==> src/rtl/core/toc_mul.sv <==
// ----------------------------------------------------------------------------
// Triangle overlap cull: shared multiplier
// Signed multiply with the product registered, one result per cycle.
// ----------------------------------------------------------------------------
module toc_mul #(
  parameter int unsigned OW = 25
) (
  input  logic                   clk_i,
  input  logic signed [OW-1:0]   a_i,
  input  logic signed [OW-1:0]   b_i,
  output logic signed [2*OW-1:0] p_o
);

  always_ff @(posedge clk_i) begin
    p_o <= (2*OW)'(a_i) * (2*OW)'(b_i);
  end

endmodule

==> config.mk <==
export PLATFORM = sky130hd
export DESIGN_NAME = toc_mul
export DESIGN_NICKNAME = d
export VERILOG_FILES = /design/src/rtl/core/toc_mul.sv
export SDC_FILE = /design/constraint.sdc
export NUM_CORES = 2
export LEC_CHECK = 0
export BUFFER_PORTS_ARGS = -buffer_cell sky130_fd_sc_hd__buf_2
export CAP_MARGIN = 20
export CORE_MARGIN = 5
export CORE_UTILIZATION = 40
export CTS_CLUSTER_SIZE = 10
export DETAILED_ROUTE_END_ITERATION = 10
export SLEW_MARGIN = 20
export SYNTH_ARGS = -nofsm -noshare
export SYNTH_HDL_FRONTEND = slang
export SYNTH_SLANG_ARGS = --single-unit
==> constraint.sdc <==
create_clock -name clk_i -period 9.75 [get_ports clk_i]
set_clock_uncertainty 0.05 [all_clocks]
set_input_delay 1.95 -clock clk_i [delete_from_list [all_inputs] [get_ports clk_i]]
set_output_delay 1.95 -clock clk_i [all_outputs]
set_load 0.02 [all_outputs]
==> results.py <==
metrics = {
    "worst_setup_path": {
        "timing_worst_setup_path_type": "in -> reg",
        "critical_path.startpoint_type": "primary input",
        "worst-endpoint-arrival_ps": 9280,
        "highest_fanout_seen_on_the_critical_path": 25,
        "endpoint_kind": "flop",
        "cp.required_ps": 9960,
    },
    "global_routing": {
        "grt_start_max_net_pins": 27,
        "grt_pass1_wl_mm": 105,
        "grt_pass1_vias": 18900,
        "grtUsageTotal_pct": 20.9,
        "globalRouteOverflowTotal": 0,
        "antenna_found_initial": 10,
    },
    "timing": {
        "minimum_period_implied_by_the_final_worst_setup_slack_ps": 9070,
        "setup_viol": 0,
        "maxClockFrequency_ghz": 0.110,
        "maxSlewViolCount": 0,
        "fin_crit_sh_pct": 93.0,
        "slew_headroom_pct": 47.8,
        "tightest_slew_ps": 773,
        "finalHoldViolCount": 0,
        "fin_setup_tns_ps": 0,
        "grt_setup_unrepaired": "false",
    },
    "floorplanning": {
        "fp.dieH_um": 255,
        "ioPinCount": 101,
        "die_outline_area_sq_um": 65100,
        "core-area_sq_um": 59200,
        "row_count": 89,
        "initial_utilization_pct": 40.6,
        "die_width_um": 255,
    },
    "clock_network": {
        "postCtsHoldBufs": 0,
        "cts-root-buf": "sky130_fd_sc_hd__clkbuf_16",
        "cts.repair_timing.setup_buffer_count": 0,
        "cts-buffers-inserted": 5,
        "post_cts.resized_instances": 0,
        "cts_tree": "done",
        "clock-sinks": 50,
        "ctsLongestPathBuffers": 2,
        "htree_levels": 2,
        "worst_setup_hold_path_clk_slew_ps": 110,
    },
    "synthesis": {
        "avgSynthCellArea_sq_um": 9.38,
        "async_reset_ff_share_pct": 0,
        "fraction_of_the_yosys_area_taken_by_sequential_cells_pct": 4.17,
        "ffs_latches_synth": 50,
        "synth_cell_types": 48,
        "synth-edff-count": 0,
        "synth.net_count": 3412,
        "postSynthCellCount": 2562,
        "ys_dominant_reg_cell": "sky130_fd_sc_hd__dfxtp_1",
        "yosys_warnings": 0,
        "synth.cell_area_sq_um": 24000,
    },
    "route": {
        "firstDrtPassIters": 6,
        "drt_first_iter_violations": 1003,
        "post-route-drc-count": 0,
        "drt-wirelength-per-cell_um": 19.3,
        "via_per_inst": 4.98,
        "totalWireLength_mm": 64.8,
        "ant_nets": 0,
        "vias": 16700,
    },
    "finish": {
        "layout.cells.most_common_list": "sky130_fd_sc_hd__inv_1 (699), sky130_fd_sc_hd__fa_1 (658), sky130_fd_sc_hd__and2_1 (320), sky130_fd_sc_hd__nand2_1 (308), sky130_fd_sc_hd__ha_1 (141)",
        "net_count_of_the_finished_layout": 3431,
        "largest_reg_flops": 50,
        "layout-drive-gt1-share_pct": 5.15,
        "register_area_sq_um": 1000,
        "multi_input_comb_area_sq_um": 20000,
        "top_regs": "p_o x50",
        "register_with_the_most_flip_flops": "p_o",
        "area_growth_pct": 5.69,
        "layout.cells.most_common": "sky130_fd_sc_hd__inv_1",
        "layout.filler_cells": 5851,
    },
    "placed_design": {
        "gp_congestion": 0.887,
        "dp_hpwl_mm": 52.2,
        "port-buffer-count": 100,
    },
    "flow_run": {
        "max_cap_violations": 0,
    },
    "status": {
        "outcome": "finished clean",
    },
    "hold_path": {
        "hold_path.class": "in -> reg",
    },
}
[logic make-up (layout without fill, tap and decap cells)]
| family | count (synthesis) | count (layout) | synth area share (%) |
|---|---|---|---|
| AO/OA/AOI/OAI | 137 | 137 | 3.94 |
| XOR/XNOR | 58 | 58 | 2.11 |
| adder cells (fa/ha/maj) | 799 | 799 | 62.2 |
| buffers and inverters | 803 | 823 | 12.5 |
| flip-flops | 50 | 50 | 4.17 |
| multiplexers | 1 | 1 | 0.0469 |
| other | 0 | 6 | 0 |
| AND/OR/NAND/NOR | 714 | 714 | 15.0 |
[worst max-delay path: stages]
cell and delay (ps):
sky130_fd_sc_hd__buf_2 300, sky130_fd_sc_hd__nand2_1 180, sky130_fd_sc_hd__inv_1 100, sky130_fd_sc_hd__fa_1 740
sky130_fd_sc_hd__inv_1 150, sky130_fd_sc_hd__fa_1 580, sky130_fd_sc_hd__inv_1 120, sky130_fd_sc_hd__fa_1 870
sky130_fd_sc_hd__inv_1 190, sky130_fd_sc_hd__fa_1 520, sky130_fd_sc_hd__fa_1 580, sky130_fd_sc_hd__fa_1 450
sky130_fd_sc_hd__fa_1 500, sky130_fd_sc_hd__inv_1 40, sky130_fd_sc_hd__ha_1 420, sky130_fd_sc_hd__nand4_1 290
sky130_fd_sc_hd__o21ai_0 430, sky130_fd_sc_hd__nand3_1 180, sky130_fd_sc_hd__a2bb2oi_1 180, sky130_fd_sc_hd__o41ai_2 100
sky130_fd_sc_hd__o221ai_1 230, sky130_fd_sc_hd__xnor2_1 160
[area by class of cell]
type	count	area share [%]
Sequential cell	50	3.94
Timing Repair Buffer	116	2.44
Clock inverter	3	0.113
Tap cell	773	3.81
Clock buffer	5	0.493
Inverter	699	10.3
Multi-Input combinational cell	1709	78.8
Antenna cell	6	0.0591
[layer usage]
| layer | up-vias | wire length [um] | track usage (%) |
|---|---|---|---|
| li1 | 7308 | - | - |
| met4 | 8 | 1790 | 5.30 |
| met2 | 567 | 31900 | 35.8 |
| met5 | - | 47 | 0 |
| met3 | 125 | 4710 | 4.10 |
| met1 | 8739 | 26300 | 27.6 |
[metrics by stage]
step / instance area (sq um) / util, % / cells / hold WS [ps] / worst slack [ps]
3_3_place_gp: 25200 / 42.6 / 3347 / 2320 / 385
5_1_grt: 25400 / 42.8 / 3355 / 2120 / 340
3_5_place_dp: 25200 / 42.6 / 3347 / 2320 / 355
4_1_cts: 25400 / 42.8 / 3355 / 2100 / 703
2_1_floorplan: 24000 / - / 2562 / 2030 / 1130
6_report: 25400 / 42.9 / 3361 / 2110 / 681
[synth_stat cells (2+ instances only)]
| master | instances | area, sq um |
|---|---|---|
| sky130_fd_sc_hd__a211o_1 | 3 | 26.3 |
| sky130_fd_sc_hd__ha_1 | 141 | 1760 |
| sky130_fd_sc_hd__nand2_1 | 308 | 1160 |
| sky130_fd_sc_hd__a21boi_0 | 2 | 15.0 |
| sky130_fd_sc_hd__or3_1 | 2 | 12.5 |
| sky130_fd_sc_hd__a211oi_1 | 3 | 22.5 |
| sky130_fd_sc_hd__nor3_1 | 6 | 30.0 |
| sky130_fd_sc_hd__nand4_1 | 8 | 50.1 |
| sky130_fd_sc_hd__a31oi_1 | 2 | 12.5 |
| sky130_fd_sc_hd__o41ai_1 | 3 | 26.3 |
| sky130_fd_sc_hd__o41ai_2 | 2 | 32.5 |
| sky130_fd_sc_hd__o21a_1 | 5 | 37.5 |
| sky130_fd_sc_hd__o21bai_1 | 7 | 52.6 |
| sky130_fd_sc_hd__nor2_1 | 30 | 113 |
| sky130_fd_sc_hd__nand3_1 | 6 | 30.0 |
| sky130_fd_sc_hd__clkbuf_1 | 104 | 390 |
| sky130_fd_sc_hd__xnor2_1 | 39 | 342 |
| sky130_fd_sc_hd__nor2b_1 | 21 | 131 |
| sky130_fd_sc_hd__dfxtp_1 | 50 | 1000 |
| sky130_fd_sc_hd__inv_1 | 699 | 2620 |
| sky130_fd_sc_hd__a41oi_1 | 2 | 17.5 |
| sky130_fd_sc_hd__and2_1 | 320 | 2000 |
| sky130_fd_sc_hd__and3_1 | 2 | 12.5 |
| sky130_fd_sc_hd__o21ai_1 | 7 | 35.0 |
| sky130_fd_sc_hd__a21oi_1 | 43 | 215 |
| sky130_fd_sc_hd__nand2b_1 | 11 | 68.8 |
| sky130_fd_sc_hd__o21ai_0 | 19 | 95.1 |
| sky130_fd_sc_hd__a21o_1 | 22 | 165 |
| sky130_fd_sc_hd__xor2_1 | 19 | 166 |
| sky130_fd_sc_hd__fa_1 | 658 | 13200 |
[final timing paths]
check	from	end	slack (ps)	cells after the start
hold / removal	b_i[0]	p_o[0]	2110	2
setup / recovery	b_i[1]	p_o[49]	680	22
Power is left out: the tool's default activity adds up to more than one toggle a clock period on the data nets, which glitch-free logic cannot reach.
