--- src/rtl/core/toc_ram.sv ---
// ----------------------------------------------------------------------------
// Triangle overlap cull: simple dual-port RAM
// One write port, one read port with registered read data.
// ----------------------------------------------------------------------------
module toc_ram #(
  parameter int unsigned WIDTH = 8,
  parameter int unsigned DEPTH = 4,
  parameter int unsigned AW    = $clog2(DEPTH)
) (
  input  logic             clk_i,
  input  logic             we_i,
  input  logic [AW-1:0]    waddr_i,
  input  logic [WIDTH-1:0] wdata_i,
  input  logic [AW-1:0]    raddr_i,
  output logic [WIDTH-1:0] rdata_o
);

  logic [WIDTH-1:0] mem [DEPTH];

  always_ff @(posedge clk_i) begin
    if (we_i) begin
      mem[waddr_i] <= wdata_i;
    end
  end

  always_ff @(posedge clk_i) begin
    rdata_o <= mem[raddr_i];
  end

endmodule

--- config.mk ---
export PLATFORM = sky130hd
export DESIGN_NAME = toc_ram
export DESIGN_NICKNAME = d
export VERILOG_FILES = /design/src/rtl/core/toc_ram.sv
export SDC_FILE = /design/constraint.sdc
export NUM_CORES = 1
export LEC_CHECK = 0
export BUFFER_PORTS_ARGS = -buffer_cell sky130_fd_sc_hd__buf_4
export CAP_MARGIN = 30
export CELL_PAD_IN_SITES_DETAIL_PLACEMENT = 0
export CELL_PAD_IN_SITES_GLOBAL_PLACEMENT = 1
export CORE_MARGIN = 8
export CORE_UTILIZATION = 46
export DETAILED_ROUTE_END_ITERATION = 16
export GPL_TIMING_DRIVEN = 0
export PLACE_DENSITY_LB_ADDON = 0.1
export SLEW_MARGIN = 15
export SYNTH_ARGS = -nofsm -noshare
export SYNTH_HDL_FRONTEND = slang
export SYNTH_SLANG_ARGS = --single-unit
export TNS_END_PERCENT = 50
--- constraint.sdc ---
create_clock -name clk_i -period 1.5 [get_ports clk_i]
set_input_delay 0.225 -clock clk_i [delete_from_list [all_inputs] [get_ports clk_i]]
set_output_delay 0.225 -clock clk_i [all_outputs]
set_load 0.02 [all_outputs]
==> results.md, run 1 <==
- Run status: finished clean
- YS warnings: 0
- Unique masters post-synth: 8
- Antenna violations before repair: 0
- Power, Total: 1.92 mW
- Site Rows: 19
- Mean number of vias per cell: between 5 and 6
- PwrDens: 1210 nW/um2
- FF/Latch Area: 1120 um2
- Commonest non-fill, non-tap cell in the layout: edfxtp_1
- Vias in the first global route: around 700
- Routability cong.: 0.598
- GRT Residual Overflow: 0
- Sequential share of the synthesized area: 83.1%
- CTS Root Cell: clkbuf_4
- Highest-count cells in the layout ignoring fill and taps: edfxtp_1 (32), buf_4 (19), mux4_2 (8), dfxtp_1 (8), clkbuf_4 (5)
- #FFs+latches synth: 40
- Unrepaired setup endpoints after global routing: no
- ANT cells: 0
- Post-placement worst setup slack: between 0.1 and 0.15 ns
- Clk_lat worst skew: 0.32 ns
- Postcts setup bufs: 0
- Clock sink count: 40
- Slew HR: 52.5%
- Final worst slack: 0.483 ns
- Non-Filler Instances: 112
- Nets: 94
- Max Fclk: 0.983 GHz
- Residual DRC count: 0
- Final Cycle Share: 67.8%
- Final min period: 1.02 ns
- Cts repair resizes: 0
- Maximum VDD drop: slightly below 800 uV
- Worst Path Required: 1.27 ns
- Setup TNS: 0 ns
- Final hold vios: 0
- Critical path data arrival time: 0.79 ns
- Core area: 2780 um2
- Dpl hpwl: roughly 1400 um
- Crit-path max FO: 1
- Initial core utilization: 48.5%
- Initial DRT Pass Iterations: 3
- DR vias: 611
- Multi-input gate area: between 200 and 250 um2
- Dpl cells: about 100
- First-pass GRT wire length: 3320 um
- Top layer reached by signal wires: met4
- Clk_skew: 0.00697 ns
- Maximum clock insertion buffer count: 2
- Largest net degree at the start of global routing: 12
- Die X: approximately 70 um
- Crit Path Class: flop to primary output
- CTS H-tree depth: 2
- Syn Nets: 68
- Gate Count Post-Synth: 54
- Chip height: 70.2 um
- CTS tree: built
- Die area: 4920 um2
- Wire per inst: 17.6 um
- Num CTS Buffers: 5
- Final Max Slew Viols: 0
- CP bufs+invs: 1
- CTS hold repair buffers: 0
- Worst path max stage delay: 0.32 ns
- M1 WL: about 850 um
- LEAKAGE: 0.564 nW
- Layout cells sized above 1: a little over two fifths
- DRT iter0 DRCs: 19
- Clock-pin slew on the worst setup and hold paths: roughly 0.11 ns
- Slew @ Worst Pin: 0.709 ns
- CP max stage cell: dfxtp_1
- Met3 Routed Length: 89 um
- FILL cells: 224
- CP delay by family, top: flip-flops
- DRT Wirelength: approximately 2000 um
- # setup viols final: 0
- IO Port Bufs: 19
- Syn-to-layout area delta: 17.4%
- Critical path endpoint category: primary output
- Cell area after synthesis: between 1000 and 1500 um2
- Antenna Nets Post-Route: 0
- Hold Crit Class: input port to flop
- Number of max-cap violations: 0
- # IOs: 22
- Synth Area per Inst: 25.0 um2
- Crit start category: flop
- Worst path cell trace: buf_4
- Total track usage: 8.88%
- Met2 wire length: 1000 um
final cells by class:
class,count,share of cell area [%]
plain buffers,2,1.03
clock buffers,7,2.84
clock inverters,1,0.237
multi-input cells,12,13.7
flip-flops and latches,40,70.8
well taps,31,2.45
repair buffers,19,9.00
state kept, by name, indices dropped and copies added (netlist names):
| register | cells |
|---|---|
| rdata_o | 8 |
| mem | 32 |
synth_stat cells:
cell      instances  share of area [%]
mux4_2            8                 13
dfxtp_1           8                 12
clkbuf_2          1               0.37
buf_6             1               0.83
edfxtp_1         32                 71
and3b_1           2                1.3
and3_1            1               0.46
nor3b_1           1               0.56
cell families after synthesis:
logic type	Yosys count	synth area share, %
buf+inv	2	1.21
mux	8	13.4
simple gates	4	2.32
flops	40	83.1
per-layer routing:
| metal | vias to the layer above | global-route usage [%] |
|---|---|---|
| li1 | 277 | - |
| met5 | - | 0 |
| met3 | 5 | 3.81 |
| met1 | 311 | 9.78 |
| met2 | 18 | 14.5 |
| met4 | 0 | 4.02 |
worst paths after layout:
kind	from	endpoint	slack [ns]	cells past startpoint
setup / recovery	rdata_o[7]	rdata_o[7]	0.48	1
hold / removal	wdata_i[0]	mem[1][0]	0.09	1
setup reg to reg	mem[3][3]	rdata_o[3]	0.53	1
hold reg to reg	mem[2][0]	rdata_o[0]	0.56	1
per-stage QoR:
step           hold slack (ns)  utilization [%]  cell area, um2
3_5_place_dp             0.429             55.2            1540
2_1_floorplan            0.324                -            1350
6_report                0.0932             57.0            1580
4_1_cts                 0.0786             57.0            1580
3_3_place_gp             0.426             55.0            1530
5_1_grt                 0.0703             57.0            1580
power breakdown:
part / switching, mW / internal [mW]
clock network: 0.301 / 0.180
logic: 0.0782 / 0.0824
registers: 0.0140 / 1.26
Power figures use the tool's default switching activity.
==> run 2: changes to the inputs <==
--- a/config.mk
+++ b/config.mk
@@ -10,7 +10,7 @@
 export CELL_PAD_IN_SITES_DETAIL_PLACEMENT = 0
 export CELL_PAD_IN_SITES_GLOBAL_PLACEMENT = 1
 export CORE_MARGIN = 8
-export CORE_UTILIZATION = 46
+export CORE_UTILIZATION = 42
 export DETAILED_ROUTE_END_ITERATION = 16
 export GPL_TIMING_DRIVEN = 0
 export PLACE_DENSITY_LB_ADDON = 0.1
==> constraint.sdc (replaced) <==
create_clock -name clk_i -period 0.9 [get_ports clk_i]
set_input_delay 0.135 -clock clk_i [delete_from_list [all_inputs] [get_ports clk_i]]
set_output_delay 0.135 -clock clk_i [all_outputs]
set_load 0.02 [all_outputs]
==> results.md, run 2 (same netlist as run 1, synthesis figures left out) <==
- Clk_skew: 0.0136 ns (+0.00659 ns)
- CTS H-tree depth: 2 (unchanged)
- First-pass GRT wire length: 3480 um (+4.8%)
- GRT Residual Overflow: 0 (unchanged)
- Met3 Routed Length: 120 um (+35%)
- Antenna violations before repair: 0 (unchanged)
- Slew @ Worst Pin: 0.514 ns (-0.195 ns)
- Run status: finished with violations
- Vias in the first global route: 692 (-2.5%)
- Switch Pwr: 0.725 mW (+84%)
- Clk_lat worst skew: 0.34 ns (+0.02 ns)
- CTS Root Cell: clkbuf_4
- Layout cells sized above 1: 51.1% (+7.9 points)
- Final hold vios: 0 (unchanged)
- Number of max-cap violations: 0 (unchanged)
- Non-Filler Instances: 132 (+18%)
- Initial core utilization: 44.2% (-4.3 points)
- Max Fclk: 1.04 GHz
- Int Pwr: 3.15 mW (+110%)
- Post-DP Area: 1560 um2 (+1.5%)
- # IOs: 22 (unchanged)
- Core area: 3050 um2 (+9.8%)
- Final Cycle Share: 107%
- Unrepaired setup endpoints after global routing: yes
- Routability cong.: 0.640 (+7.1%)
- Slew HR: 65.7% (+13 points)
- Comb power frac: 8.3% (about the same)
- LEAKAGE: 0.634 nW (+13%)
- Residual DRC count: 0 (unchanged)
- DRT iter0 DRCs: 19 (unchanged)
- Total track usage: 9.31% (+0.43 points)
- Critical path data arrival time: 1.19 ns (+0.40 ns)
- CP max stage cell: mux4_2
- Crit start category: flop
- Worst path cell trace: mux4_2
- Max reg flops: 32 (unchanged)
- Min Hold Slack: 0.147 ns (+0.0542 ns)
- Biggest regs: mem: 32 flops, rdata_o: 8 flops
- Hold Crit Class: input port to flop
- Maximum clock insertion buffer count: 2 (unchanged)
- Initial DRT Pass Iterations: 3 (unchanged)
- Wire per inst: 16.3 um (-7.4%)
- CTS tree: built
- Top reg by flops: mem
- Top layer reached by signal wires: met4
- Failing checks: setup timing
- Crit-path max FO: 1 (unchanged)
- Mean number of vias per cell: 4.79 (-12%)
- Maximum VDD drop: 1260 uV (+63%)
- IO Port Bufs: 19 (unchanged)
- Critical path endpoint category: flop
- Worst Path Required: 1.13 ns (-0.14 ns)
- DRT Wirelength: 2150 um (+9.1%)
- Syn-to-layout area delta: 31.6%
- Final instance area: 1780 um2 (+12%)
- Die X: 72.7 um (+3.6%)
- Die area: 5280 um2 (+7.3%)
- CP bufs+invs: 0 (-1)
- Clock sink count: 40 (unchanged)
- Commonest non-fill, non-tap cell in the layout: edfxtp_1
- Clock power frac: 36.4% (+11 points)
- Chip height: 72.7 um (+3.6%)
- Met2 wire length: 1150 um (+15%)
- Site Rows: 20 (+1)
- Crit Path Class: flop to flop
- DR vias: 632 (+3.4%)
- Nets: 102 (+8.5%)
- Flop pwr share: 55.4% (-11 points)
- Largest net degree at the start of global routing: 13 (+1)
- Final min period: 0.959 ns
- Highest-count cells in the layout ignoring fill and taps: edfxtp_1 (32), buf_4 (11), buf_6 (9)
- Worst path max stage delay: 0.46 ns (+0.14 ns)
- M1 WL: 835 um (-1.3%)
- Dpl hpwl: 1360 um (about the same)
- Switch share: 18.7% (-1.8 points)
- PwrDens: 2180 nW/um2 (+80%)
- # setup viols final: 16 (+16)
- Final worst slack: -0.0587 ns (-0.541 ns)
- Dpl cells: 117 (+13%)
- Antenna Nets Post-Route: 0 (unchanged)
- Final Max Slew Viols: 0 (unchanged)
- Num CTS Buffers: 5 (unchanged)
- Clock-pin slew on the worst setup and hold paths: 0.12 ns (about the same)
- ANT cells: 0 (unchanged)
- CP delay by family, top: multiplexers
## run 2: cell count changes in the layout (fill, tap and decap cells not counted), sizes merged
cell	change
bufinv	+2
clkbuf	-2
clkinv	-1
dlygate4sd3	+8
## run 2: per-layer routing
layer  vias up  track usage, %
met1       317            9.31
met4         0            6.00
met3         5            3.71
li1        291               -
met5         -               0
met2        19            15.7
## run 2: power groups by stage
| stage | sequential, mW | combinational, mW | clock (mW) |
|---|---|---|---|
| finish | 2.14 | 0.320 | 1.41 |
| global route | 2.16 | 0.340 | 1.52 |
| CTS | 2.15 | 0.327 | 1.44 |
| detailed placement | 2.18 | 0.277 | 0 |
| global placement | 2.17 | 0.273 | 0 |
| floorplan | 2.21 | 0.0981 | 0 |
## run 2: area by class of cell
class,count,area (um2)
fill,231,1280
clock buffer,5,37.5
clock inverter,2,60.1
timing repair buffer,27,253
multi-input combinational,12,223
tap,44,55.1
buffer,2,16.3
sequential,40,1130
## run 2: repair_timing
action	in CTS	in global routing
endpoints found under the hold margin	32	0
endpoints found under the setup margin	16	16
gates resized for setup	16	0
setup buffers	0	0
hold buffers	8	0
## run 2: per-stage QoR
stage	power (mW)	utilization [%]	setup TNS [ns]	setup WS, ns
after CTS	3.91	58.2	-0.814	-0.0665
after global placement	2.44	51.0	-6.38	-0.223
after global routing	4.01	58.2	-1.14	-0.0931
after floorplan	2.31	-	-0.0706	-0.00882
final	3.87	58.2	-0.618	-0.0587
after detailed placement	2.45	51.0	-6.67	-0.216
## run 2: worst paths after layout
check / from / endpoint / slack [ns] / cells after the start
worst min register to register: mem[0][6] / rdata_o[6] / 0.55 / 1
worst max register to register: mem[3][2] / rdata_o[2] / -0.06 / 1
worst max-delay path: mem[3][2] / rdata_o[2] / -0.06 / 1
worst min-delay path: waddr_i[0] / mem[0][0] / 0.15 / 2
